===== config.mk =====
export PLATFORM = sky130hd
export DESIGN_NAME = mpeg_start_code_block_splitter_unit
export DESIGN_NICKNAME = d
export VERILOG_FILES = /design/src/design/mscbs_pkg.sv /design/src/design/mscbs_front.sv /design/src/design/mscbs_fifo.sv /design/src/design/mscbs_back.sv /design/src/design/mpeg_start_code_block_splitter_unit.sv
export SDC_FILE = /design/constraint.sdc
export NUM_CORES = 1
export LEC_CHECK = 0
export BUFFER_PORTS_ARGS = -buffer_cell sky130_fd_sc_hd__buf_2
export CAP_MARGIN = 20
export CORE_MARGIN = 4
export CORE_UTILIZATION = 45
export CTS_BUF_LIST = sky130_fd_sc_hd__clkbuf_8
export DETAILED_ROUTE_END_ITERATION = 7
export GPL_ROUTABILITY_DRIVEN = 1
export SKIP_LAST_GASP = 1
export SYNTH_ARGS = -nofsm -noshare
export SYNTH_HDL_FRONTEND = slang
export SYNTH_SLANG_ARGS = --single-unit

===== constraint.sdc =====
create_clock -name clk -period 16 [get_ports clk]
set_clock_uncertainty 0.1 [all_clocks]
set_input_delay 3.2 -clock clk [delete_from_list [all_inputs] [get_ports clk]]
set_output_delay 3.2 -clock clk [all_outputs]
set_load 0.02 [all_outputs]

===== src/design/mscbs_pkg.sv =====
// ----------------------------------------------------------------------------
// MPEG start code block splitter package
// Shared widths, codes, event and result types for the block splitter.
// ----------------------------------------------------------------------------
package mscbs_pkg;

    // Width of the byte counter and of all offsets kept inside the block.
    localparam int OFFSET_BITS = 40;
    // Width of the offset and length fields of a result.
    localparam int OUT_LEN_W   = 40;
    // Width of a timestamp.
    localparam int TS_W        = 63;
    // Depth of the event queue between front and back; a power of two.
    localparam int QUEUE_DEPTH = 2;
    localparam int QPTR_W      = $clog2(QUEUE_DEPTH);

    // Start code history constants.
    localparam logic [23:0] HIST_RESET      = 24'hFFFFFF;
    localparam logic [23:0] START_PREFIX    = 24'h000001;
    localparam logic [23:0] HIST_AFTER_CODE = 24'hFFFF00;
    localparam logic [OFFSET_BITS-1:0] PREFIX_LEN = OFFSET_BITS'(3);

    // Code type bytes that follow a start code prefix.
    localparam logic [7:0] CODE_SEQ = 8'hB3;
    localparam logic [7:0] CODE_GOP = 8'hB8;
    localparam logic [7:0] CODE_PIC = 8'h00;

    // Request codes carried in the input tuser.
    typedef enum logic [1:0] {
        REQ_DATA  = 2'd0,
        REQ_EOS   = 2'd1,
        REQ_FLUSH = 2'd2
    } req_t;

    // Kind of the code that opened a block.
    typedef enum logic [1:0] {
        KIND_SEQ = 2'd0,
        KIND_GOP = 2'd1,
        KIND_PIC = 2'd2
    } kind_t;

    // Last sync code seen.
    typedef enum logic [1:0] {
        SYNC_NONE = 2'd0,
        SYNC_SEQ  = 2'd1,
        SYNC_GOP  = 2'd2,
        SYNC_PIC  = 2'd3
    } sync_t;

    // Events passed from the front to the back.
    typedef enum logic [1:0] {
        EV_BEGIN    = 2'd0,
        EV_JOIN_PIC = 2'd1,
        EV_EOS      = 2'd2,
        EV_FLUSH    = 2'd3
    } ev_kind_t;

    typedef struct packed {
        ev_kind_t               ev;
        kind_t                  kind;
        logic [OFFSET_BITS-1:0] pos;
        logic [TS_W-1:0]        ts;
        logic                   ts_ok;
    } blk_event_t;

    typedef struct packed {
        logic [OUT_LEN_W-1:0] offset;
        logic [OUT_LEN_W-1:0] length;
        kind_t                first_kind;
        logic                 has_seq;
        logic                 has_gop;
        logic                 has_pic;
        logic [TS_W-1:0]      ts;
        logic                 ts_ok;
    } blk_result_t;

endpackage


===== src/design/mscbs_front.sv =====
// ----------------------------------------------------------------------------
// Block splitter front end
// Scans the byte stream for start codes, tracks buffer timestamps and turns
// each accepted request into at most one block event for the back end.
// ----------------------------------------------------------------------------
module mscbs_front
(
    input  logic                              clk,
    input  logic                              rst_n,
    input  logic                              accept,
    input  logic [1:0]                        req_type,
    input  logic [7:0]                        data_byte,
    input  logic                              buffer_start,
    input  logic [mscbs_pkg::TS_W-1:0]        buffer_ts,
    input  logic                              buffer_ts_valid,
    output logic                              ev_valid,
    output mscbs_pkg::blk_event_t             ev
);
    import mscbs_pkg::*;

    logic [23:0]            hist_reg, hist_next;
    logic [OFFSET_BITS-1:0] count_reg, count_next;
    logic [OFFSET_BITS-1:0] base_reg, base_next;
    logic [TS_W-1:0]        cur_ts_reg, cur_ts_next;
    logic                   cur_ok_reg, cur_ok_next;
    logic [TS_W-1:0]        prev_ts_reg, prev_ts_next;
    logic                   prev_ok_reg, prev_ok_next;
    sync_t                  sync_reg, sync_next;

    logic [OFFSET_BITS-1:0] code_pos;
    logic                   cur_fresh;

    // State registers.
    always_ff @(posedge clk or negedge rst_n)
    begin
        if (!rst_n)
        begin
            hist_reg    <= HIST_RESET;
            count_reg   <= '0;
            base_reg    <= '0;
            cur_ts_reg  <= '0;
            cur_ok_reg  <= 1'b0;
            prev_ts_reg <= '0;
            prev_ok_reg <= 1'b0;
            sync_reg    <= SYNC_NONE;
        end
        else
        begin
            hist_reg    <= hist_next;
            count_reg   <= count_next;
            base_reg    <= base_next;
            cur_ts_reg  <= cur_ts_next;
            cur_ok_reg  <= cur_ok_next;
            prev_ts_reg <= prev_ts_next;
            prev_ok_reg <= prev_ok_next;
            sync_reg    <= sync_next;
        end
    end

    // Request handling: buffer bookkeeping, start code detection and events.
    always_comb
    begin
        hist_next    = hist_reg;
        count_next   = count_reg;
        base_next    = base_reg;
        cur_ts_next  = cur_ts_reg;
        cur_ok_next  = cur_ok_reg;
        prev_ts_next = prev_ts_reg;
        prev_ok_next = prev_ok_reg;
        sync_next    = sync_reg;
        ev_valid     = 1'b0;
        ev.ev        = EV_BEGIN;
        ev.kind      = KIND_SEQ;
        ev.pos       = count_reg;
        ev.ts        = '0;
        ev.ts_ok     = 1'b0;
        code_pos     = count_reg - PREFIX_LEN;
        cur_fresh    = 1'b0;

        if (accept)
        begin
            case (req_type)
                REQ_FLUSH:
                begin
                    hist_next    = HIST_RESET;
                    count_next   = '0;
                    base_next    = '0;
                    cur_ts_next  = '0;
                    cur_ok_next  = 1'b0;
                    prev_ts_next = '0;
                    prev_ok_next = 1'b0;
                    sync_next    = SYNC_NONE;
                    ev_valid     = 1'b1;
                    ev.ev        = EV_FLUSH;
                end
                REQ_EOS:
                begin
                    ev_valid = (count_reg != '0);
                    ev.ev    = EV_EOS;
                end
                REQ_DATA:
                begin
                    // A new buffer shifts the current timestamp to previous.
                    if (buffer_start)
                    begin
                        if (cur_ok_reg)
                        begin
                            prev_ts_next = cur_ts_reg;
                            prev_ok_next = 1'b1;
                        end
                        cur_ok_next = buffer_ts_valid;
                        cur_ts_next = buffer_ts_valid ? buffer_ts : '0;
                        base_next   = count_reg;
                    end

                    ev.pos = code_pos;
                    if (hist_reg == START_PREFIX)
                    begin
                        hist_next = HIST_AFTER_CODE | {16'h0000, data_byte};
                        if (data_byte == CODE_SEQ)
                        begin
                            ev_valid  = 1'b1;
                            ev.kind   = KIND_SEQ;
                            sync_next = SYNC_SEQ;
                        end
                        else if (data_byte == CODE_GOP)
                        begin
                            ev_valid  = 1'b1;
                            ev.kind   = KIND_GOP;
                            sync_next = SYNC_GOP;
                        end
                        else if (data_byte == CODE_PIC)
                        begin
                            ev_valid  = 1'b1;
                            ev.kind   = KIND_PIC;
                            ev.ev     = (sync_reg == SYNC_GOP) ? EV_JOIN_PIC : EV_BEGIN;
                            sync_next = SYNC_PIC;
                            // The picture takes the timestamp of the buffer where
                            // its code began, else that of the buffer before.
                            cur_fresh = (code_pos >= base_next) && cur_ok_next;
                            if (cur_fresh)
                            begin
                                ev.ts       = cur_ts_next;
                                ev.ts_ok    = 1'b1;
                                cur_ts_next = '0;
                                cur_ok_next = 1'b0;
                            end
                            else
                            begin
                                ev.ts    = prev_ok_next ? prev_ts_next : '0;
                                ev.ts_ok = prev_ok_next;
                            end
                            prev_ts_next = '0;
                            prev_ok_next = 1'b0;
                        end
                    end
                    else
                    begin
                        hist_next = {hist_reg[15:0], data_byte};
                    end

                    // The byte counter saturates.
                    if (count_reg != {OFFSET_BITS{1'b1}})
                    begin
                        count_next = count_reg + OFFSET_BITS'(1);
                    end
                end
                default:
                begin
                    ev_valid = 1'b0;
                end
            endcase
        end
    end

endmodule


===== src/design/mscbs_fifo.sv =====
// ----------------------------------------------------------------------------
// Block splitter event queue
// A short first-in first-out queue of block events between front and back.
// ----------------------------------------------------------------------------
module mscbs_fifo
(
    input  logic                  clk,
    input  logic                  rst_n,
    input  logic                  push,
    input  mscbs_pkg::blk_event_t push_data,
    input  logic                  pop,
    output mscbs_pkg::blk_event_t pop_data,
    output logic                  full,
    output logic                  empty
);
    import mscbs_pkg::*;

    blk_event_t          entry_reg [QUEUE_DEPTH];
    logic [QPTR_W-1:0]   wr_ptr_reg, wr_ptr_next;
    logic [QPTR_W-1:0]   rd_ptr_reg, rd_ptr_next;
    logic [QPTR_W:0]     count_reg, count_next;

    assign full     = (count_reg == (QPTR_W+1)'(QUEUE_DEPTH));
    assign empty    = (count_reg == '0);
    assign pop_data = entry_reg[rd_ptr_reg];

    // Pointer and fill count update.
    always_comb
    begin
        wr_ptr_next = push ? wr_ptr_reg + QPTR_W'(1) : wr_ptr_reg;
        rd_ptr_next = pop ? rd_ptr_reg + QPTR_W'(1) : rd_ptr_reg;
        count_next  = count_reg;
        if (push && !pop)
        begin
            count_next = count_reg + (QPTR_W+1)'(1);
        end
        else if (pop && !push)
        begin
            count_next = count_reg - (QPTR_W+1)'(1);
        end
    end

    always_ff @(posedge clk or negedge rst_n)
    begin
        if (!rst_n)
        begin
            wr_ptr_reg <= '0;
            rd_ptr_reg <= '0;
            count_reg  <= '0;
        end
        else
        begin
            wr_ptr_reg <= wr_ptr_next;
            rd_ptr_reg <= rd_ptr_next;
            count_reg  <= count_next;
        end
    end

    // Entry storage.
    always_ff @(posedge clk)
    begin
        if (push)
        begin
            entry_reg[wr_ptr_reg] <= push_data;
        end
    end

endmodule


===== src/design/mscbs_back.sv =====
// ----------------------------------------------------------------------------
// Block splitter back end
// Keeps the open block, applies queued events to it and holds each
// completed block in the output register until it is taken.
// ----------------------------------------------------------------------------
module mscbs_back
(
    input  logic                    clk,
    input  logic                    rst_n,
    input  logic                    q_empty,
    input  mscbs_pkg::blk_event_t   q_data,
    output logic                    q_pop,
    output logic                    res_valid,
    input  logic                    res_ready,
    output mscbs_pkg::blk_result_t  res
);
    import mscbs_pkg::*;

    logic                   open_reg, open_next;
    logic [OFFSET_BITS-1:0] open_ofs_reg, open_ofs_next;
    kind_t                  open_kind_reg, open_kind_next;
    logic [2:0]             open_flags_reg, open_flags_next;
    logic [TS_W-1:0]        open_ts_reg, open_ts_next;
    logic                   open_ts_ok_reg, open_ts_ok_next;
    logic                   res_valid_reg, res_valid_next;
    blk_result_t            res_reg, res_next;
    logic                   emit;
    logic [OFFSET_BITS-1:0] blk_len;

    assign q_pop     = !q_empty && (!res_valid_reg || res_ready);
    assign res_valid = res_valid_reg;
    assign res       = res_reg;
    assign blk_len   = q_data.pos - open_ofs_reg;

    // Event execution against the open block.
    always_comb
    begin
        open_next       = open_reg;
        open_ofs_next   = open_ofs_reg;
        open_kind_next  = open_kind_reg;
        open_flags_next = open_flags_reg;
        open_ts_next    = open_ts_reg;
        open_ts_ok_next = open_ts_ok_reg;
        emit            = 1'b0;

        if (q_pop)
        begin
            case (q_data.ev)
                EV_FLUSH:
                begin
                    open_next = 1'b0;
                end
                EV_EOS:
                begin
                    emit      = open_reg;
                    open_next = 1'b0;
                end
                EV_BEGIN:
                begin
                    emit            = open_reg;
                    open_next       = 1'b1;
                    open_ofs_next   = q_data.pos;
                    open_kind_next  = q_data.kind;
                    open_flags_next = 3'b001 << q_data.kind;
                    open_ts_next    = q_data.ts;
                    open_ts_ok_next = q_data.ts_ok;
                end
                EV_JOIN_PIC:
                begin
                    if (open_reg)
                    begin
                        open_flags_next = open_flags_reg | (3'b001 << KIND_PIC);
                        open_ts_next    = q_data.ts;
                        open_ts_ok_next = q_data.ts_ok;
                    end
                end
                default:
                begin
                    open_next = open_reg;
                end
            endcase
        end
    end

    // Output register: loaded when a block closes, cleared when taken.
    always_comb
    begin
        res_next       = res_reg;
        res_valid_next = res_valid_reg;
        if (emit)
        begin
            res_valid_next      = 1'b1;
            res_next.offset     = OUT_LEN_W'(open_ofs_reg);
            res_next.length     = OUT_LEN_W'(blk_len);
            res_next.first_kind = open_kind_reg;
            res_next.has_seq    = open_flags_reg[KIND_SEQ];
            res_next.has_gop    = open_flags_reg[KIND_GOP];
            res_next.has_pic    = open_flags_reg[KIND_PIC];
            res_next.ts         = open_ts_ok_reg ? open_ts_reg : '0;
            res_next.ts_ok      = open_ts_ok_reg;
        end
        else if (res_ready)
        begin
            res_valid_next = 1'b0;
        end
    end

    always_ff @(posedge clk or negedge rst_n)
    begin
        if (!rst_n)
        begin
            open_reg       <= 1'b0;
            open_ts_ok_reg <= 1'b0;
            res_valid_reg  <= 1'b0;
        end
        else
        begin
            open_reg       <= open_next;
            open_ts_ok_reg <= open_ts_ok_next;
            res_valid_reg  <= res_valid_next;
        end
    end

    always_ff @(posedge clk)
    begin
        open_ofs_reg   <= open_ofs_next;
        open_kind_reg  <= open_kind_next;
        open_flags_reg <= open_flags_next;
        open_ts_reg    <= open_ts_next;
        res_reg        <= res_next;
    end

endmodule


===== src/design/mpeg_start_code_block_splitter_unit.sv =====
// ----------------------------------------------------------------------------
// MPEG start code block splitter
// Splits an MPEG video byte stream into blocks at sequence, GOP and picture
// start codes and reports each block with its offset, length and timestamp.
// ----------------------------------------------------------------------------
// The unit takes one request per clock cycle (data byte, end of stream or
// flush) and keeps that rate as long as results are taken. A request that
// closes a block shows its result on the master side through the queue and
// the output register, once the events before it are applied and the output
// register is free: the front end writes the event into a two-entry queue at
// the transfer edge, and the back end applies it to the open block and loads
// the output register. Each request yields at most one result. Offsets count
// bytes since the last flush; the counter saturates, and lengths are taken
// modulo its width.
module mpeg_start_code_block_splitter_unit
(
    input  logic         clk,
    input  logic         rst_n,
    input  logic         s_tvalid,
    output logic         s_tready,
    // data_byte [7:0], buffer_ts [70:8], zero pad [71]
    input  logic [71:0]  s_tdata,
    // req_type [1:0], buffer_start [2], buffer_ts_valid [3]
    input  logic [3:0]   s_tuser,
    output logic         m_tvalid,
    input  logic         m_tready,
    // block_offset [39:0], block_length [79:40], has_sequence [80],
    // has_gop [81], has_picture [82], block_ts [145:83],
    // block_ts_valid [146], zero pad [151:147]
    output logic [151:0] m_tdata,
    // first_kind [1:0]
    output logic [1:0]   m_tuser
);
    import mscbs_pkg::*;

    logic        in_xfer;
    logic        ev_valid;
    blk_event_t  ev;
    blk_event_t  q_data;
    logic        q_full;
    logic        q_empty;
    logic        q_push;
    logic        q_pop;
    blk_result_t res;

    assign s_tready = !q_full;
    assign in_xfer  = s_tvalid && s_tready;
    assign q_push   = ev_valid;

    // Front end: start code scan and timestamp tracking.
    mscbs_front u_front
    (
        .clk             (clk),
        .rst_n           (rst_n),
        .accept          (in_xfer),
        .req_type        (s_tuser[1:0]),
        .data_byte       (s_tdata[7:0]),
        .buffer_start    (s_tuser[2]),
        .buffer_ts       (s_tdata[70:8]),
        .buffer_ts_valid (s_tuser[3]),
        .ev_valid        (ev_valid),
        .ev              (ev)
    );

    // Event queue between the two halves.
    mscbs_fifo u_fifo
    (
        .clk       (clk),
        .rst_n     (rst_n),
        .push      (q_push),
        .push_data (ev),
        .pop       (q_pop),
        .pop_data  (q_data),
        .full      (q_full),
        .empty     (q_empty)
    );

    // Back end: open block and output register.
    mscbs_back u_back
    (
        .clk       (clk),
        .rst_n     (rst_n),
        .q_empty   (q_empty),
        .q_data    (q_data),
        .q_pop     (q_pop),
        .res_valid (m_tvalid),
        .res_ready (m_tready),
        .res       (res)
    );

    // Result packing.
    assign m_tdata = {5'b00000, res.ts_ok, res.ts, res.has_pic, res.has_gop, res.has_seq,
                      res.length, res.offset};
    assign m_tuser = res.first_kind;

    // An event is never written into a full queue.
    assert property (@(posedge clk) disable iff (!rst_n) q_push |-> !q_full)
        else $error("event pushed into a full queue");

    // The back end never reads an empty queue.
    assert property (@(posedge clk) disable iff (!rst_n) q_pop |-> !q_empty)
        else $error("event popped from an empty queue");

    // A new result only appears after an event was taken from the queue.
    assert property (@(posedge clk) disable iff (!rst_n) $rose(m_tvalid) |-> $past(q_pop))
        else $error("result appeared without a queued event");

endmodule

==> flow_metrics.py, run 1 <==
metrics = {
    "run_status": {
        "outcome": "complete, no violations",
    },
    "layout": {
        "final_common_cell": "edfxtp_1",
        "final_layout_size_suffix_gt1_share_pct": 21.5,
        "regArea_um2": 20300,
        "final_cell_mix": "edfxtp_1, nand2_1, buf_2",
        "n_fill_cell": 6305,
        "largest_reg_flops": 216,
        "nNetsFinal": 3051,
        "fin_util_pct": 51.4,
        "area_growth_pct": 13.2,
        "multiInputGateArea_um2": 12000,
    },
    "yosys": {
        "synth-simple-area-share_pct": 11.0,
        "synth_fa_ha_area_share_pct": 3.31,
        "ys_ff_latch": 714,
        "seq_area_frac_synth_pct": 61.1,
        "synth_edf_count": 473,
        "syn_area_um2": 33100,
        "synth-warning-count": 0,
        "synth_compound_area_share_pct": 10.9,
        "synth_xor_area_share_pct": 3.50,
        "synth_cells": 2681,
        "ys_async_sr_fraction_pct": 33.8,
        "synth_top_family_by_area": "simple AND/OR/NAND/NOR gates",
        "synthFlopType": "edfxtp_1",
        "syn_area_per_cell_um2": 12.4,
        "synthMuxAreaShare_pct": 7.19,
        "ys_types": 77,
    },
    "critical_path": {
        "cp_cell_sequence": "buf_4, buf_4, mux2_2, ha_1, nand2b_1, a21o_1, a21o_1, a21oi_1, o211ai_1, a31oi_1, o21ai_0, o21ai_4, buf_4, buf_16, mux2_2",
        "crit_path_frequent_cell": "buf_4",
        "cpPeakStageDelay_ns": 0.59,
        "timing.critical_path.buf_inv": 4,
        "crit_arrival_ns": 7.74,
        "start_kind": "input port",
        "path_class": "input port to flop",
        "critPathRequiredTime_ns": 16.34,
        "critPathTopFamily": "buffers and inverters",
        "crit_fanout": 52,
        "end_kind": "flop",
        "cp_slowest_cell": "buf_4",
    },
    "route": {
        "drt_iter0_drc": 1657,
        "vias": 22200,
        "drt_pass1_iterations": 7,
        "vias_per_cell": 5.63,
        "antenna_left": 0,
        "drt-total-wl_um": 82600,
        "route.detailed.drc": 0,
        "wl_per_cell_um": 20.9,
    },
    "sta": {
        "rsz0062_at_grt": "false",
        "tightestPinTransition_ns": 1.05,
        "whs_ns": 0.329,
        "fin_crit_ns": 7.40,
        "max_slew_margin_pct": 30.2,
        "hold_viol_final": 0,
        "period_share_pct": 46.3,
        "fmax_mhz": 135,
        "fin_setup_tns_ns": 0,
        "finalSetupViolations": 0,
        "slew_viol_final": 0,
    },
    "clocking": {
        "cts_buffers": 118,
        "cts.sinks": 714,
        "clk_root_buffer_cell": "clkbuf_8",
        "cts_resized": 0,
        "cts_hold_buf": 0,
        "post_cts_buffers": 0,
        "clock_path_buffers": 3,
        "cts.reportedPaths.clkPinSlew_ns": 0.07,
        "cts_tree": "yes",
        "clock_latency_ns": 0.73,
        "cts_max_level": 3,
    },
    "floorplan": {
        "core.rowCount": 99,
        "die_w_um": 279,
        "initial_utilization_pct": 45.4,
        "dieArea_um2": 78000,
        "num_io_pins": 236,
        "fp.dieH_um": 279,
        "core_area_um2": 73000,
    },
    "placement": {
        "post-dp-hpwl_um": 48500,
        "routabilityCongestion": 0.866,
        "io_buffers": 229,
    },
    "grt": {
        "track_usage_pct": 20.9,
        "overflow": 0,
        "grt_pass1_vias": 23000,
        "antenna_found_initial": 15,
        "grt_max_degree": 106,
        "grt_pass1_wl_um": 130000,
    },
    "pwr": {
        "vdd_drop_max_v": 0.000124,
        "power_density_nw_per_um2": 173,
        "power_mw": 6.48,
        "leakage_nw": 15.0,
    },
    "flow_run": {
        "cap_violations": 0,
    },
    "worst_hold_path": {
        "min_path_type": "flop to flop",
    },
}
area by class of cell:
class | instances | share of cell area, %
clock inverters | 87 | 1.48
inverters | 73 | 0.744
flip-flops and latches | 714 | 54.0
diodes | 8 | 0.0533
multi-input cells | 1721 | 32.0
repair buffers | 256 | 3.68
clock buffers | 131 | 4.80
well taps | 959 | 3.20
cells by family (layout without fill, tap and decap cells):
kind of cell / Yosys count / after routing
AND/OR/NAND/NOR: 751 / 751
flip-flops: 714 / 714
AO/OA/AOI/OAI: 530 / 530
buffers and inverters: 250 / 547
multiplexers: 217 / 217
XOR/XNOR: 131 / 131
adder cells (fa/ha/maj): 87 / 87
other: 1 / 13
synthesized netlist by cell type (70+ instances only):
| library cell | count | area [um^2] |
|---|---|---|
| inv_1 | 72 | 270 |
| nand2_1 | 265 | 995 |
| xnor2_1 | 71 | 622 |
| and2_1 | 70 | 438 |
| a21oi_1 | 183 | 916 |
| clkbuf_1 | 154 | 578 |
| nor2b_1 | 72 | 450 |
| o21ai_0 | 72 | 360 |
| edfxtp_1 | 473 | 14200 |
| mux2_2 | 168 | 1890 |
| ha_1 | 86 | 1080 |
| dfrtp_1 | 217 | 5430 |
| nor2_1 | 157 | 589 |
routing by layer:
metal / GRT usage [%] / vias up / part of all wire, %
met1: 28.0 / 11100 / 43
met4: 7.66 / 4 / 3.1
met3: 4.39 / 188 / 6.8
met5: 0 / - / 0.033
li1: - / 10200 / -
met2: 34.0 / 754 / 47
path summary, 6_finish.rpt:
path                                                from                      end  slack, ns  cells past startpoint
worst max-delay path                          s_tuser[2]  u_fifo.entry_reg[0][11]       8.60                     15
worst min-delay path            u_back.open_flags_reg[1]           u_back.res[65]       0.33                      0
worst max register to register      u_front.count_reg[2]  u_fifo.entry_reg[0][11]       9.76                     20
worst min register to register  u_back.open_flags_reg[1]           u_back.res[65]       0.33                      0
max in group asynchronous                          rst_n        u_fifo.rd_ptr_reg      11.78                      2
min in group asynchronous                          rst_n  u_front.prev_ts_reg[54]       2.46                      1
where the power goes:
| part | internal, mW | switching, mW | total (mW) |
|---|---|---|---|
| sequential | 2.56 | 0.193 | 2.75 |
| clock | 0.850 | 0.738 | 1.59 |
| combinational | 0.803 | 1.34 | 2.14 |
stage by stage:
| step | cells | setup slack (ns) | instance area (um^2) |
|---|---|---|---|
| after global placement | 3722 | 7.69 | 35100 |
| final | 3949 | 8.60 | 37500 |
| after CTS | 3940 | 8.36 | 37500 |
| after global routing | 3948 | 8.51 | 37500 |
| after detailed placement | 3722 | 7.61 | 35100 |
| after floorplan | 2685 | 6.29 | 33200 |
Note: power is estimated with default switching activity, not from simulation.
==> run 2: changes to the inputs <==
Clock period 16 ns to 7.3 ns, I/O delays scaled along.
==> run 2 against run 1 <==
- clock-buffer cell count grew 2
- largest cell class unchanged
- cell area about the same
- hold slack worse by 0.013 ns
- largest power group unchanged
- critical path type is now flop to flop
==> flow_metrics.py, run 2 (synthesis gave the netlist of run 1 again) <==
metrics = {
    "layout": {
        "final_layout_size_suffix_gt1_share_pct": 21.6,
        "final_common_cell": "edfxtp_1",
        "fin_util_pct": 51.5,
        "area_growth_pct": 13.3,
        "largest_reg_flops": 216,
        "nNetsFinal": 3051,
        "final_cell_mix": "edfxtp_1, nand2_1, buf_2",
    },
    "route": {
        "antenna_left": 0,
        "drt-total-wl_um": 82900,
        "drt_iter0_drc": 1664,
        "drt_pass1_iterations": 5,
        "wl_per_cell_um": 21.0,
        "vias": 22000,
        "route.detailed.drc": 0,
        "vias_per_cell": 5.56,
    },
    "floorplan": {
        "core_area_um2": 73000,
        "num_io_pins": 236,
        "dieArea_um2": 78000,
        "die_w_um": 279,
        "core.rowCount": 99,
        "initial_utilization_pct": 45.4,
        "fp.dieH_um": 279,
    },
    "worst_hold_path": {
        "min_path_type": "flop to flop",
        "min-delay-start": "u_back.open_ofs_reg[2]",
        "worstHoldPathCells": 0,
        "hold_end": "u_back.res[111]",
    },
    "clocking": {
        "cts_buffers": 117,
        "cts.sinks": 714,
        "cts.reportedPaths.clkPinSlew_ns": 0.06,
        "cts_tree": "yes",
        "clk_root_buffer_cell": "clkbuf_8",
        "clock_latency_ns": 0.73,
        "cts_hold_buf": 0,
        "post_cts_buffers": 0,
        "cts_resized": 0,
        "cts_max_level": 3,
        "clock_path_buffers": 3,
    },
    "pwr": {
        "p_switching_mw": 4.95,
        "intPower_mw": 9.22,
        "switching_share_pct": 34.9,
        "combinationalPowerShare_pct": 32.4,
        "vdd_drop_max_v": 0.000234,
        "clkPwrFrac_pct": 24.4,
        "leakage_nw": 15.0,
        "power_density_nw_per_um2": 377,
        "seq_power_share_pct": 43.2,
    },
    "flow_run": {
        "cap_violations": 0,
    },
    "sta": {
        "slew_viol_final": 0,
        "fin_setup_tns_ns": 0,
        "tightestPinTransition_ns": 1.04,
        "max_slew_margin_pct": 30.6,
        "finalSetupViolations": 0,
        "period_share_pct": 85.3,
        "whs_ns": 0.317,
        "rsz0062_at_grt": "false",
        "fmax_mhz": 161,
        "hold_viol_final": 0,
        "fin_crit_ns": 6.23,
    },
    "critical_path": {
        "start_kind": "flop",
        "reg2reg_to": "u_fifo.entry_reg[0][19]",
        "worst-r2r-setup-slack_ns": 1.07,
        "crit_arrival_ns": 6.59,
        "rr_startpoint": "u_front.count_reg[2]",
        "critPathRequiredTime_ns": 7.66,
        "crit_fanout": 45,
        "path_class": "flop to flop",
        "worst_r2r_path_depth": 19,
        "end_kind": "flop",
    },
    "placement": {
        "routabilityCongestion": 0.880,
        "post-dp-hpwl_um": 48700,
        "io_buffers": 229,
    },
    "grt": {
        "grt_pass1_wl_um": 129000,
        "track_usage_pct": 20.9,
        "overflow": 0,
        "grt_max_degree": 125,
        "grt_pass1_vias": 22400,
        "antenna_found_initial": 9,
    },
    "run_status": {
        "outcome": "complete, no violations",
    },
}
[run 2: cell types whose count changed in the layout (fill, tap and decap cells not counted), moves of 2 or more]
cell	change
buf_12	+3
inv_1	+3
clkinv_2	+2
clkinv_1	-4
inv_12	+2
clkbuf_8	+2
inv_6	-2
[run 2: power groups by stage]
stage / logic (mW) / clock network, mW / registers, mW
floorplan: 2.99 / 0 / 6.37
global placement: 4.53 / 0 / 6.17
detailed placement: 4.60 / 0 / 6.20
CTS: 4.62 / 3.58 / 6.13
global route: 5.02 / 3.77 / 6.22
finish: 4.58 / 3.46 / 6.12
[run 2: critical path, stage by stage, from the launching register on]
cell and delay, ns:
dfrtp_1 0.53, or4_1 0.65, nor2_1 0.18, and4bb_1 0.29, nand2_1 0.09, or4_4 0.47, nor3_4 0.26, inv_2 0.10
or3_1 0.35, xnor2_1 0.21, ha_1 0.28, a21o_1 0.19, a21o_1 0.17, a21oi_1 0.13, o21ai_0 0.13, a211oi_1 0.40
o21ai_0 0.26, o21ai_4 0.40, buf_12 0.40, mux2_2 0.40
[run 2: worst max path at each step]
| stage | startpoint | endpoint | cells after the start |
|---|---|---|---|
| after global routing | u_front.count_reg[2] | u_fifo.entry_reg[0][14] | 19 |
| after detailed placement | u_front.count_reg[2] | u_fifo.entry_reg[0][19] | 19 |
| after CTS | u_front.count_reg[2] | u_fifo.entry_reg[0][19] | 19 |
| after floorplan | m_tready | u_back.open_flags_reg[2] | 3 |
| final | u_front.count_reg[2] | u_fifo.entry_reg[0][19] | 19 |
| after global placement | u_front.count_reg[2] | u_fifo.entry_reg[0][15] | 19 |
[run 2: routing by layer]
metal  track usage (%)  part of all wire (%)  vias up
met1              28.5                    44    10900
met3              4.01                   6.4      165
met4              7.97                   2.9        4
met2              33.4                    47      720
li1                  -                     -    10200
met5                 0                 0.033        -
[run 2: final cells by class]
type,instances,area (um^2)
fillers,6266,35400
flip-flops and latches,714,20300
multi-input cells,1721,12000
clock buffers,133,1830
repair buffers,257,1410
well taps,959,1200
clock inverters,86,526
inverters,73,279
diodes,7,17.5
[run 2: through the flow]
step | instances | power [mW] | cell area, um^2 | worst slack, ns
final | 3950 | 14.2 | 37500 | 1.07
after global routing | 3950 | 15.0 | 37500 | 0.746
after CTS | 3943 | 14.3 | 37500 | 1.09
after detailed placement | 3724 | 10.8 | 35200 | 1.14
after global placement | 3724 | 10.7 | 35200 | 1.22
after floorplan | 2685 | 9.36 | 33200 | 0.365
==> run 3: changes to the inputs <==
Settings changed: SLEW_MARGIN set to 10.
Clock period 7.3 ns to 6.8 ns, I/O delays scaled along.
==> run 3 against run 2 <==
- clock-buffer cell count fell by 4
- combinational power increased by 9.8%
- register-to-register slack worse by 0.24 ns
- critical path depth did not move
- setup slack got worse by 0.24 ns
- critical path type unchanged
- critical endpoint is now u_fifo.entry_reg[0][11]
==> flow_metrics.py, run 3 (synthesis gave the netlist of run 1 again) <==
metrics = {
    "layout": {
        "final_layout_size_suffix_gt1_share_pct": 21.7,
        "nNetsFinal": 3056,
        "final_cell_mix": "edfxtp_1, nand2_1, buf_2",
        "fin_util_pct": 51.5,
        "largest_reg_flops": 216,
        "stdcell_area_um2": 37600,
        "final_common_cell": "edfxtp_1",
        "area_growth_pct": 13.5,
        "instances_no_fill": 3958,
    },
    "clocking": {
        "cts_tree": "yes",
        "cts_buffers": 118,
        "cts_resized": 0,
        "clk_root_buffer_cell": "clkbuf_8",
        "cts.sinks": 714,
        "clock_latency_ns": 0.73,
        "post_cts_buffers": 0,
        "clock_path_buffers": 3,
        "cts.reportedPaths.clkPinSlew_ns": 0.06,
        "cts_max_level": 3,
        "cts_hold_buf": 0,
    },
    "critical_path": {
        "timing.critical_path.buf_inv": 2,
        "start_kind": "flop",
        "crit_fanout": 30,
        "cp_cell_sequence": "or4_1, nor2_1, and4bb_1, nand2_1, or4_4, nor3_4, inv_2, or3_1, xnor2_1, ha_1, a21o_1, a21o_1, a21oi_1, o21ai_0, a211oi_1, o21ai_0, o21ai_4, buf_12, mux2_2",
        "critPathTopFamily": "simple AND/OR/NAND/NOR gates",
        "end_kind": "flop",
        "critPathRequiredTime_ns": 7.14,
        "cpPeakStageDelay_ns": 0.64,
        "crit_arrival_ns": 6.31,
        "worst-r2r-setup-slack_ns": 0.83,
        "cp_slowest_cell": "or4_1",
        "critPathLaunch": "u_front.count_reg[2]",
        "path_class": "flop to flop",
        "rr_startpoint": "u_front.count_reg[2]",
    },
    "grt": {
        "antenna_found_initial": 12,
        "grt_pass1_wl_um": 130000,
        "grt_pass1_vias": 22900,
        "grt_max_degree": 116,
        "track_usage_pct": 21.0,
        "overflow": 0,
    },
    "floorplan": {
        "initial_utilization_pct": 45.4,
        "num_io_pins": 236,
        "core.rowCount": 99,
        "core_area_um2": 73000,
        "die_w_um": 279,
        "dieArea_um2": 78000,
        "fp.dieH_um": 279,
    },
    "placement": {
        "io_buffers": 229,
        "post-dp-hpwl_um": 49600,
        "routabilityCongestion": 0.884,
        "dp_cells": 3728,
        "placed_area_um2": 35300,
    },
    "run_status": {
        "outcome": "complete, no violations",
    },
    "pwr": {
        "power_density_nw_per_um2": 404,
        "vdd_drop_max_v": 0.000221,
        "leakage_nw": 15.0,
    },
    "route": {
        "vias_per_cell": 5.59,
        "route.detailed.drc": 0,
        "wl_per_cell_um": 21.0,
        "antenna_left": 0,
        "vias": 22100,
        "drt-total-wl_um": 83100,
        "drt_iter0_drc": 1460,
        "drt_pass1_iterations": 6,
    },
    "flow_run": {
        "cap_violations": 0,
    },
    "sta": {
        "slew_viol_final": 0,
        "max_slew_margin_pct": 29.8,
        "tightestPinTransition_ns": 1.05,
        "fin_crit_ns": 5.97,
        "rsz0062_at_grt": "false",
        "period_share_pct": 87.8,
        "finalSetupViolations": 0,
        "hold_viol_final": 0,
        "fmax_mhz": 167,
        "fin_setup_tns_ns": 0,
    },
    "worst_hold_path": {
        "min_path_type": "flop to flop",
        "min-delay-start": "u_back.open_flags_reg[2]",
    },
}
run 3: changes by cell type in the layout (fill, tap and decap cells not counted), sizes merged:
cell,previous run,this run
bufinv,5,4
clkinvlp,3,5
inv,121,119
clkbuf,133,129
diode,7,6
clkinv,30,40
buf,257,261
run 3: area by class of cell:
cell class                      count  area [um^2]
Clock buffer                      129         1780
Antenna cell                        6         15.0
Sequential cell                   714        20300
Tap cell                          959         1200
Inverter                           73          279
Clock inverter                     95          543
Fill cell                        6317        35400
Multi-Input combinational cell   1721        12000
Timing Repair Buffer              261         1500
run 3: through the flow:
stage / hold WS, ns / total power [mW] / worst slack (ns)
4_1_cts: 0.324 / 15.4 / 0.847
3_3_place_gp: 0.312 / 11.5 / 0.906
3_5_place_dp: 0.306 / 11.6 / 0.873
6_report: 0.329 / 15.2 / 0.827
5_1_grt: 0.337 / 16.1 / 0.467
2_1_floorplan: 0.300 / 10.0 / 1.01
run 3: power by group:
group | total (mW) | leakage [nW] | internal [mW] | switching [mW]
clock network | 3.64 | 1.34 | 1.91 | 1.73
logic | 5.03 | 5.99 | 1.91 | 3.12
registers | 6.52 | 7.63 | 6.03 | 0.484
run 3: worst paths after layout:
check,to,cells after the start
worst min register to register,u_back.res[64],0
worst max-delay path,u_fifo.entry_reg[0][11],19
max in group asynchronous,u_fifo.rd_ptr_reg,2
worst max register to register,u_fifo.entry_reg[0][11],19
worst min-delay path,u_back.res[64],0
min in group asynchronous,u_front.count_reg[13],1
run 3: metal layers:
metal  wire (um)  part of all wire (%)  vias to the layer above  track usage, %
li1            -                     -                    10200               -
met2       39700                    48                      746            34.4
met1       36200                    44                    11000            28.3
met5          23                 0.028                        -               0
met4        2110                   2.5                        4            6.84
met3        5150                   6.2                      155            4.23
